$ cat src/rtl/vdi_pkg.sv
package vdi_pkg;

  // table geometry
  localparam int TABLE_ENTRIES = 16;
  localparam int IDX_W         = $clog2(TABLE_ENTRIES);
  localparam logic [IDX_W-1:0] LAST_IDX = IDX_W'(TABLE_ENTRIES - 1);

  // field widths
  localparam int SP_W     = 16;  // setpoint
  localparam int VOLT_W   = 15;  // table voltage
  localparam int DUTY_W   = 10;
  localparam int EIDX_W   = 4;   // entry_index field
  localparam int STAT_W   = 2;
  localparam int PROD_W   = DUTY_W + VOLT_W;
  localparam int STEP_W   = $clog2(DUTY_W);

  // stream words
  localparam int S_DATA_W = 48;
  localparam int M_DATA_W = 16;

  // configuration port
  localparam int CFG_IDX_W  = 2;
  localparam int CFG_DATA_W = 16;
  localparam logic [CFG_IDX_W-1:0] CFG_MIN_SP   = 2'd0;
  localparam logic [CFG_IDX_W-1:0] CFG_MAX_SP   = 2'd1;
  localparam logic [CFG_IDX_W-1:0] CFG_DUTY_LIM = 2'd2;

  // commands and status codes
  localparam logic CMD_LOAD  = 1'b0;
  localparam logic CMD_APPLY = 1'b1;
  localparam logic [STAT_W-1:0] STAT_INTERP = 2'd0;
  localparam logic [STAT_W-1:0] STAT_WINDOW = 2'd1;
  localparam logic [STAT_W-1:0] STAT_NO_SEG = 2'd2;

  typedef enum logic [2:0] {
    ST_IDLE,
    ST_CLAMP_LO,
    ST_CLAMP_HI,
    ST_SCAN_FIRST,
    ST_SCAN,
    ST_DIV,
    ST_DONE
  } vdi_state_t;

  // request to the multiply/divide unit
  typedef struct packed {
    logic              start;
    logic [DUTY_W-1:0] mag;  // |d1 - d0|
    logic [VOLT_W-1:0] dx;   // v - v0
    logic [VOLT_W-1:0] dn;   // v1 - v0, never zero
  } vdi_div_req_t;

  typedef struct packed {
    logic              done;
    logic [DUTY_W-1:0] quot;
  } vdi_div_rsp_t;

endpackage

$ cat src/rtl/voltage_to_duty_interpolator.sv
// Voltage-to-duty interpolator. A load word (tuser = 0) writes one voltage/duty
// calibration pair into the table and gives no result. An apply word
// (tuser = 1) gives one result word: a setpoint outside
// [min_setpoint, max_setpoint] drives duty_limit with the output disabled;
// otherwise the setpoint is clamped to the first and last table voltages, the
// first bracketing segment is found and the duty is interpolated with a
// truncating signed division and saturated at duty_limit; if no segment
// brackets it, the duty is zero with status STAT_NO_SEG. The table is a
// single-read-port memory, so the clamp reads the first and then the last
// entry and the segment search reads the entries one after another; the
// interpolation then goes through one multiply/restoring-divide unit: first
// the multiply, then the 10 quotient bits one by one, most significant first.
// tready is low while an apply is in progress; one finished result may wait
// in the output register while the next word is taken.
// Table entries read before being written return undefined data.
module voltage_to_duty_interpolator
  import vdi_pkg::*;
(
  input  logic                  clk,
  input  logic                  rst,
  // slave side
  input  logic                  s_tvalid,
  output logic                  s_tready,
  // entry_index[3:0], entry_voltage[18:4], entry_duty[28:19], set_voltage[44:29]
  input  logic [S_DATA_W-1:0]   s_tdata,
  // command (0 load, 1 apply)
  input  logic                  s_tuser,
  // master side
  output logic                  m_tvalid,
  input  logic                  m_tready,
  // duty[9:0], output_enable[10]
  output logic [M_DATA_W-1:0]   m_tdata,
  // status
  output logic [STAT_W-1:0]     m_tuser,
  // configuration
  input  logic                  cfg_we,
  input  logic [CFG_IDX_W-1:0]  cfg_index,
  input  logic [CFG_DATA_W-1:0] cfg_data
);

  // word fields
  logic [EIDX_W-1:0] in_idx;
  logic [VOLT_W-1:0] in_volt;
  logic [DUTY_W-1:0] in_duty;
  logic [SP_W-1:0]   in_sp;

  assign in_idx  = s_tdata[3:0];
  assign in_volt = s_tdata[18:4];
  assign in_duty = s_tdata[28:19];
  assign in_sp   = s_tdata[44:29];

  // configuration registers
  logic [SP_W-1:0]   min_sp;
  logic [SP_W-1:0]   max_sp;
  logic [DUTY_W-1:0] duty_lim;

  always_ff @(posedge clk) begin
    if (rst) begin
      min_sp   <= '0;
      max_sp   <= '1;
      duty_lim <= '1;
    end else if (cfg_we) begin
      unique case (cfg_index)
        CFG_MIN_SP:   min_sp   <= cfg_data;
        CFG_MAX_SP:   max_sp   <= cfg_data;
        CFG_DUTY_LIM: duty_lim <= cfg_data[DUTY_W-1:0];
        default: ;
      endcase
    end
  end

  // handshake
  logic in_acc;
  logic apply_acc;
  logic load_acc;
  logic out_free;

  assign in_acc    = s_tvalid && s_tready;
  assign apply_acc = in_acc && (s_tuser == CMD_APPLY);
  assign load_acc  = in_acc && (s_tuser == CMD_LOAD);
  assign out_free  = !m_tvalid || m_tready;

  // calibration table, one write and one registered read a cycle
  logic [VOLT_W-1:0] table_v [TABLE_ENTRIES];
  logic [DUTY_W-1:0] table_d [TABLE_ENTRIES];
  logic [IDX_W-1:0]  rd_addr;
  logic [VOLT_W-1:0] rd_v;
  logic [DUTY_W-1:0] rd_d;
  logic              wr_en;

  assign wr_en = load_acc && (32'(in_idx) < TABLE_ENTRIES);

  always_ff @(posedge clk) begin
    if (wr_en) begin
      table_v[IDX_W'(in_idx)] <= in_volt;
      table_d[IDX_W'(in_idx)] <= in_duty;
    end
    rd_v <= table_v[rd_addr];
    rd_d <= table_d[rd_addr];
  end

  // sequencer
  vdi_state_t state, state_next;

  logic [SP_W-1:0]   v;
  logic              clamped;
  logic [IDX_W-1:0]  idx;
  logic [VOLT_W-1:0] prev_v;
  logic [DUTY_W-1:0] prev_d;
  logic [DUTY_W-1:0] d0;
  logic              neg;
  logic [DUTY_W-1:0] res_duty;
  logic              res_en;
  logic [STAT_W-1:0] res_stat;

  logic              out_window;
  logic              below_lo;
  logic              above_hi;
  logic              seg_hit;
  logic              seg_flat;
  logic [SP_W-1:0]   dx_full;
  logic [VOLT_W-1:0] dn;
  logic              d_neg;
  logic [DUTY_W-1:0] d_mag;
  logic [DUTY_W:0]   interp;
  logic [DUTY_W-1:0] flat_sat;

  vdi_div_req_t div_req;
  vdi_div_rsp_t div_rsp;

  assign out_window = (v < min_sp) || (v > max_sp);
  assign below_lo   = v < SP_W'(rd_v);
  assign above_hi   = v > SP_W'(rd_v);
  // segment prev -> rd brackets v
  assign seg_hit    = (SP_W'(prev_v) <= v) && (SP_W'(rd_v) >= v);
  assign dn         = rd_v - prev_v;
  assign seg_flat   = (dn == '0);
  assign dx_full    = v - SP_W'(prev_v);
  assign d_neg      = rd_d < prev_d;
  assign d_mag      = d_neg ? (prev_d - rd_d) : (rd_d - prev_d);
  assign flat_sat   = (prev_d > duty_lim) ? duty_lim : prev_d;
  assign interp     = neg ? ({1'b0, d0} - {1'b0, div_rsp.quot})
                          : ({1'b0, d0} + {1'b0, div_rsp.quot});

  always_ff @(posedge clk) begin
    if (rst) begin
      state <= ST_IDLE;
    end else begin
      state <= state_next;
    end
  end

  always_comb begin
    state_next = state;
    unique case (state)
      ST_IDLE: begin
        if (apply_acc) begin
          state_next = ST_CLAMP_LO;
        end
      end
      ST_CLAMP_LO: begin
        state_next = out_window ? ST_DONE : ST_CLAMP_HI;
      end
      ST_CLAMP_HI:   state_next = ST_SCAN_FIRST;
      ST_SCAN_FIRST: state_next = ST_SCAN;
      ST_SCAN: begin
        if (seg_hit) begin
          state_next = seg_flat ? ST_DONE : ST_DIV;
        end else if (idx == LAST_IDX) begin
          state_next = ST_DONE;
        end
      end
      ST_DIV: begin
        if (div_rsp.done) begin
          state_next = ST_DONE;
        end
      end
      ST_DONE: begin
        if (out_free) begin
          state_next = ST_IDLE;
        end
      end
      default: state_next = ST_IDLE;
    endcase
  end

  // outputs of the sequencer: ready, table address, divider request
  always_comb begin
    s_tready      = 1'b0;
    rd_addr       = '0;
    div_req.start = 1'b0;
    div_req.mag   = d_mag;
    div_req.dx    = dx_full[VOLT_W-1:0];
    div_req.dn    = dn;
    unique case (state)
      ST_IDLE:       s_tready = 1'b1;
      ST_CLAMP_LO:   rd_addr  = LAST_IDX;
      ST_CLAMP_HI:   rd_addr  = '0;
      ST_SCAN_FIRST: rd_addr  = IDX_W'(1);
      ST_SCAN: begin
        rd_addr       = idx + 1'b1;
        div_req.start = seg_hit && !seg_flat;
      end
      default: ;
    endcase
  end

  vdi_div u_div (
    .clk (clk),
    .rst (rst),
    .req (div_req),
    .rsp (div_rsp)
  );

  // datapath registers
  always_ff @(posedge clk) begin
    unique case (state)
      ST_IDLE: begin
        if (apply_acc) begin
          v <= in_sp;
        end
      end
      ST_CLAMP_LO: begin
        // rd holds the first entry
        clamped  <= below_lo;
        if (below_lo) begin
          v <= SP_W'(rd_v);
        end
        res_duty <= duty_lim;
        res_en   <= 1'b0;
        res_stat <= STAT_WINDOW;
      end
      ST_CLAMP_HI: begin
        // rd holds the last entry
        if (!clamped && above_hi) begin
          v <= SP_W'(rd_v);
        end
      end
      ST_SCAN_FIRST: begin
        prev_v <= rd_v;
        prev_d <= rd_d;
        idx    <= IDX_W'(1);
      end
      ST_SCAN: begin
        res_en <= 1'b1;
        if (seg_hit) begin
          d0       <= prev_d;
          neg      <= d_neg;
          res_duty <= flat_sat;
          res_stat <= STAT_INTERP;
        end else begin
          prev_v   <= rd_v;
          prev_d   <= rd_d;
          idx      <= idx + 1'b1;
          res_duty <= '0;
          res_stat <= STAT_NO_SEG;
        end
      end
      ST_DIV: begin
        if (div_rsp.done) begin
          res_duty <= (interp > {1'b0, duty_lim}) ? duty_lim : interp[DUTY_W-1:0];
        end
      end
      default: ;
    endcase
  end

  // output register
  always_ff @(posedge clk) begin
    if (rst) begin
      m_tvalid <= 1'b0;
    end else if (state == ST_DONE && out_free) begin
      m_tvalid <= 1'b1;
    end else if (m_tready) begin
      m_tvalid <= 1'b0;
    end
  end

  always_ff @(posedge clk) begin
    if (state == ST_DONE && out_free) begin
      m_tdata <= M_DATA_W'({res_en, res_duty});
      m_tuser <= res_stat;
    end
  end

endmodule

$ cat src/rtl/vdi_div.sv
module vdi_div
  import vdi_pkg::*;
(
  input  logic         clk,
  input  logic         rst,
  input  vdi_div_req_t req,
  output vdi_div_rsp_t rsp
);

  logic              busy;
  logic              mul_pend;
  logic [STEP_W-1:0] step;
  logic [DUTY_W-1:0] mag;
  logic [VOLT_W-1:0] dx;
  logic [PROD_W-1:0] rem;
  logic [PROD_W-1:0] dsh;
  logic [DUTY_W-1:0] quot;
  logic              done;
  logic              ge;

  // dx <= dn, so the quotient fits DUTY_W bits: DUTY_W restoring steps
  assign ge = (rem >= dsh);

  always_ff @(posedge clk) begin
    if (rst) begin
      busy     <= 1'b0;
      mul_pend <= 1'b0;
      done     <= 1'b0;
    end else begin
      done <= 1'b0;
      if (req.start) begin
        busy     <= 1'b1;
        mul_pend <= 1'b1;
      end else if (mul_pend) begin
        mul_pend <= 1'b0;
      end else if (busy) begin
        if (step == '0) begin
          busy <= 1'b0;
          done <= 1'b1;
        end
      end
    end
  end

  always_ff @(posedge clk) begin
    if (req.start) begin
      mag <= req.mag;
      dx  <= req.dx;
      dsh <= PROD_W'(req.dn) << (DUTY_W - 1);
    end else if (mul_pend) begin
      rem  <= PROD_W'(mag) * PROD_W'(dx);
      step <= STEP_W'(DUTY_W - 1);
      quot <= '0;
    end else if (busy) begin
      if (ge) begin
        rem <= rem - dsh;
      end
      quot <= {quot[DUTY_W-2:0], ge};
      dsh  <= dsh >> 1;
      step <= step - 1'b1;
    end
  end

  assign rsp = {done, quot};

endmodule

$ cat config.mk
export PLATFORM = sky130hd
export DESIGN_NAME = voltage_to_duty_interpolator
export DESIGN_NICKNAME = d
export VERILOG_FILES = /design/src/rtl/vdi_pkg.sv /design/src/rtl/voltage_to_duty_interpolator.sv /design/src/rtl/vdi_div.sv
export SDC_FILE = /design/constraint.sdc
export NUM_CORES = 1
export LEC_CHECK = 0
export BUFFER_PORTS_ARGS = -buffer_cell sky130_fd_sc_hd__clkbuf_2
export CAP_MARGIN = 25
export CORE_ASPECT_RATIO = 0.5
export CORE_UTILIZATION = 35
export DETAILED_ROUTE_END_ITERATION = 10
export PLACE_DENSITY = 0.56
export SYNTH_ARGS = -nofsm -noshare
export SYNTH_HDL_FRONTEND = slang
export SYNTH_HIERARCHICAL = 1
export SYNTH_SLANG_ARGS = --single-unit
$ cat constraint.sdc
create_clock -name clk -period 5.55 [get_ports clk]
set_input_delay 0.2775 -clock clk [delete_from_list [all_inputs] [get_ports clk]]
set_output_delay 0.2775 -clock clk [all_outputs]
set_load 0.01 [all_outputs]
==> flow_summary.yaml <==
drt:
  drt-total-wl_mm: 91.79
  viasPerCell: 5.162
  ant_nets: 0
  detailedRoute.firstPassIterationCount: 5
  wl_per_cell_um: 19.32
  routed-via-count: 24530
  drcViolationCount: 0
  violation_count_after_the_first_detailed_routing_iteration: 1714
synthesis:
  synth.area.top_cells: "sky130_fd_sc_hd__edfxtp_1 (47%), sky130_fd_sc_hd__ha_1 (7.9%), sky130_fd_sc_hd__fa_1 (6.1%)"
  async_flop_share: 0
  dominant_cell_by_count_in_the_synthesized_netlist: "sky130_fd_sc_hd__edfxtp_1"
  syn_area_cell_um2: 11.18
  synth.lib_cells_used.distinct: 89
  synth_sequential_area_ratio: 0.5195
  ys_warn_count: 6
  ys_dominant_reg_cell: "sky130_fd_sc_hd__edfxtp_1"
  synthTopCellsByCount: "sky130_fd_sc_hd__edfxtp_1 (562), sky130_fd_sc_hd__nand2_1 (440), sky130_fd_sc_hd__inv_1 (281), sky130_fd_sc_hd__ha_1 (225), sky130_fd_sc_hd__a21oi_1 (179)"
  synth_cell_area_um2: 35680
  yosys.area.top_type_share: 0.4730
  post_synth_edffs: 562
  synth_cells: 3192
  postSynthRegisterBits: 645
  synth.largest_area_cell: "sky130_fd_sc_hd__edfxtp_1"
timing:
  worst_slew_margin_rel: 0.3029
  worst_margin_pin_slew_ns: 1.043
  finalSetupViolCount: 0
  timing_max_transition_violations_final: 0
  rsz0062_at_grt: "yes"
  post-route-min-period_ns: 5.460
  fin_worst_skew_ns: 0.01879
  finalHoldViolCount: 0
  max_freq_mhz: 183.2
  min_period_over_period: 0.9837
placement:
  post-dp-hpwl_mm: 62.95
  finalWeightedCongestion: 0.8973
  input_output_buffers: 83
  placedCellCount: 4560
setup_path:
  crit_buf_inv: 3
  crit_path_end_kind: "flop"
  criticalPathCategory: "reg -> reg"
  path_delay_family: "adder cells"
  worst_path_required_time_ns: 5.93
  crit_arrival_ns: 5.84
  crit_path_cell_trace: "buf_6 -> and2_4 -> fa_1 -> inv_2 -> fa_1 -> fa_1 -> inv_1 -> fa_1 -> ha_4 -> ha_4 -> a211oi_2 -> o21bai_1 -> or4_1 -> o31a_1 -> or4_1 -> nand2_1 -> a211oi_1"
  timing.critical_path.mode_cell: "sky130_fd_sc_hd__fa_1"
  slowest_cell_delay_on_critical_path_ns: 0.60
  critical-path-slowest-cell: "sky130_fd_sc_hd__fa_1"
  crit_path_max_fanout: 4
  critical_path_startpoint_category: "flop"
  reg_to_reg_slack_setup_ns: 0.09
final_layout:
  multi_input_area_um2: 15940
  finish.cell_count_without_fillers: 4752
  finalNetCount: 3760
  layout.area.seq_um2: 18540
  fill_cells: 9481
  layout-area-overhead-vs-synth_pct: 16.21
  drive_gt1_frac: 0.1327
floorplanning:
  height_of_the_die_um: 227.8
  core_area_um2: 100500
  die_w_um: 453.5
  die_area_um2: 103300
  core.rowCount: 82
  io_pins: 92
  initial_core_util: 0.3549
grt:
  grt_pass1_vias: 24030
  antenna_found_initial: 2
  grt_overflow: 0
  grt_util_all_layers: 0.1753
  largest_net_degree_at_the_start_of_global_routing: 124
  first_pass_grt_wire_length_mm: 141.0
job:
  maxCapViolCount: 0
hold_path:
  timing.hold.worst.class: "in -> reg"
clock_tree:
  clock_sink_count: 645
  clock_tree.htree_level_count: 3
  tritoncts: "built"
  worst_setup_hold_path_clk_slew_ns: 0.07
  cts_root_buffer: "sky130_fd_sc_hd__clkbuf_16"
  tritoncts.num_buffers: 66
  cts.path.max_buffers: 3
  worstSkewPairLatency_ns: 0.64
pwr:
  p_total_mw: 20.45
  power-per-cell-area_nw_per_um2: 493.2
  p_leak_nw: 16.13
  max-vdd-ir-drop_mv: 0.3566
outcome:
  outcome: "completed"
stage by stage:
step / util / TNS, ns / hold slack, ns / cell area (µm²) / setup slack, ns
6_report: 0.4124 / 0 / 0.02850 / 41470 / 0.09036
4_1_cts: 0.4055 / 0 / 0.008198 / 40770 / 0.005795
3_5_place_dp: 0.3799 / -0.1606 / 0.4045 / 38190 / -0.07898
5_1_grt: 0.4124 / -0.1068 / 0.002757 / 41460 / -0.05546
3_3_place_gp: 0.3782 / 0 / 0.4031 / 38030 / 0.009999
2_1_floorplan: - / 0 / 0.3491 / 35700 / 0.1172
what timing repair did:
item	in CTS	in global routing
endpoints found under the setup margin	5	10
pin swaps	2	79
buffers inserted	7	38
hold buffers	26	0
gates cloned	0	1
hold endpoints to repair	45	0
gates resized for setup	2	89
logic make-up after synthesis:
| logic type | Yosys count | synth area share |
|---|---|---|
| multiplexers | 32 | 0.009678 |
| AO/OA/AOI/OAI | 703 | 0.1339 |
| flip-flops | 645 | 0.5195 |
| adder cells (fa/ha/maj) | 333 | 0.1395 |
| AND/OR/NAND/NOR | 960 | 0.1299 |
| buffers and inverters | 438 | 0.04776 |
| XOR/XNOR | 80 | 0.01964 |
| other | 1 | 0.0001051 |
flip-flops by register name, summed over array words and instances (netlist names), 10 cells and up:
signal,count
max_sp,16
res_duty,10
rd_v,15
prev_v,15
rd_d,10
u_div/dx,15
table_v,240
table_d,160
u_div/rem,25
m_tdata,11
v,16
d0,10
min_sp,16
duty_lim,10
u_div/dsh,24
prev_d,10
u_div/quot,10
u_div/mag,10
power breakdown:
group | leakage [nW] | internal, mW | switching, mW
Clock | 1.09 | 2.72 | 1.96
Sequential | 5.74 | 5.87 | 0.389
Combinational | 9.29 | 3.74 | 5.77
worst paths after layout:
check,from,end,cells after the start
worst max-delay path,u_div/mag[6],u_div/rem[21],17
worst min-delay path,s_tdata[32],v[3],2
worst max register to register,u_div/mag[6],u_div/rem[21],17
worst min register to register,res_stat[1],m_tuser[1],0
cells in the final DEF, fill, tap and decap left out, types with 13 or more instances in the layout:
cell                              n
sky130_fd_sc_hd__edfxtp_1       562
sky130_fd_sc_hd__nand2_1        435
sky130_fd_sc_hd__inv_1          269
sky130_fd_sc_hd__ha_1           209
sky130_fd_sc_hd__a21oi_1        174
sky130_fd_sc_hd__and2_1         161
sky130_fd_sc_hd__a211oi_1       141
sky130_fd_sc_hd__buf_4          104
sky130_fd_sc_hd__fa_1           100
sky130_fd_sc_hd__nor2_1          90
sky130_fd_sc_hd__clkbuf_2        83
sky130_fd_sc_hd__dfxtp_1         82
sky130_fd_sc_hd__clkbuf_16       66
sky130_fd_sc_hd__a31oi_1         63
sky130_fd_sc_hd__o21ai_0         60
sky130_fd_sc_hd__a311oi_1        53
sky130_fd_sc_hd__a21o_1          50
sky130_fd_sc_hd__xnor2_1         48
sky130_fd_sc_hd__nor2b_1         38
sky130_fd_sc_hd__nand3_1         36
sky130_fd_sc_hd__xor2_1          32
sky130_fd_sc_hd__nand4_1         30
sky130_fd_sc_hd__nor3_1          26
sky130_fd_sc_hd__dlygate4sd3_1   26
sky130_fd_sc_hd__o211ai_1        24
sky130_fd_sc_hd__nand2b_1        22
sky130_fd_sc_hd__mux2_2          19
sky130_fd_sc_hd__o31ai_1         19
sky130_fd_sc_hd__buf_6           18
sky130_fd_sc_hd__a211o_1         16
sky130_fd_sc_hd__clkbuf_1        16
sky130_fd_sc_hd__o21a_1          15
sky130_fd_sc_hd__nor2_4          15
sky130_fd_sc_hd__ha_4            15
sky130_fd_sc_hd__or3_1           13
sky130_fd_sc_hd__o21ai_1         13
sky130_fd_sc_hd__inv_2           13
final cells by class:
cell class,instances,share of cell area
Antenna cell,2,0.0001207
Clock buffer,84,0.04194
Clock inverter,35,0.01261
Inverter,282,0.02553
Multi-Input combinational cell,2113,0.3843
Sequential cell,645,0.4471
Tap cell,1344,0.04055
Timing Repair Buffer,247,0.04786
metal layers:
layer,vias to the layer above,track usage,wire length [µm]
met5,-,0,11
met4,2,0.04202,1804
met3,103,0.02800,3894
met2,461,0.2913,44040
met1,12190,0.2387,42040
li1,11770,-,-
No activity file was read; power rests on OpenSTA's default activity.
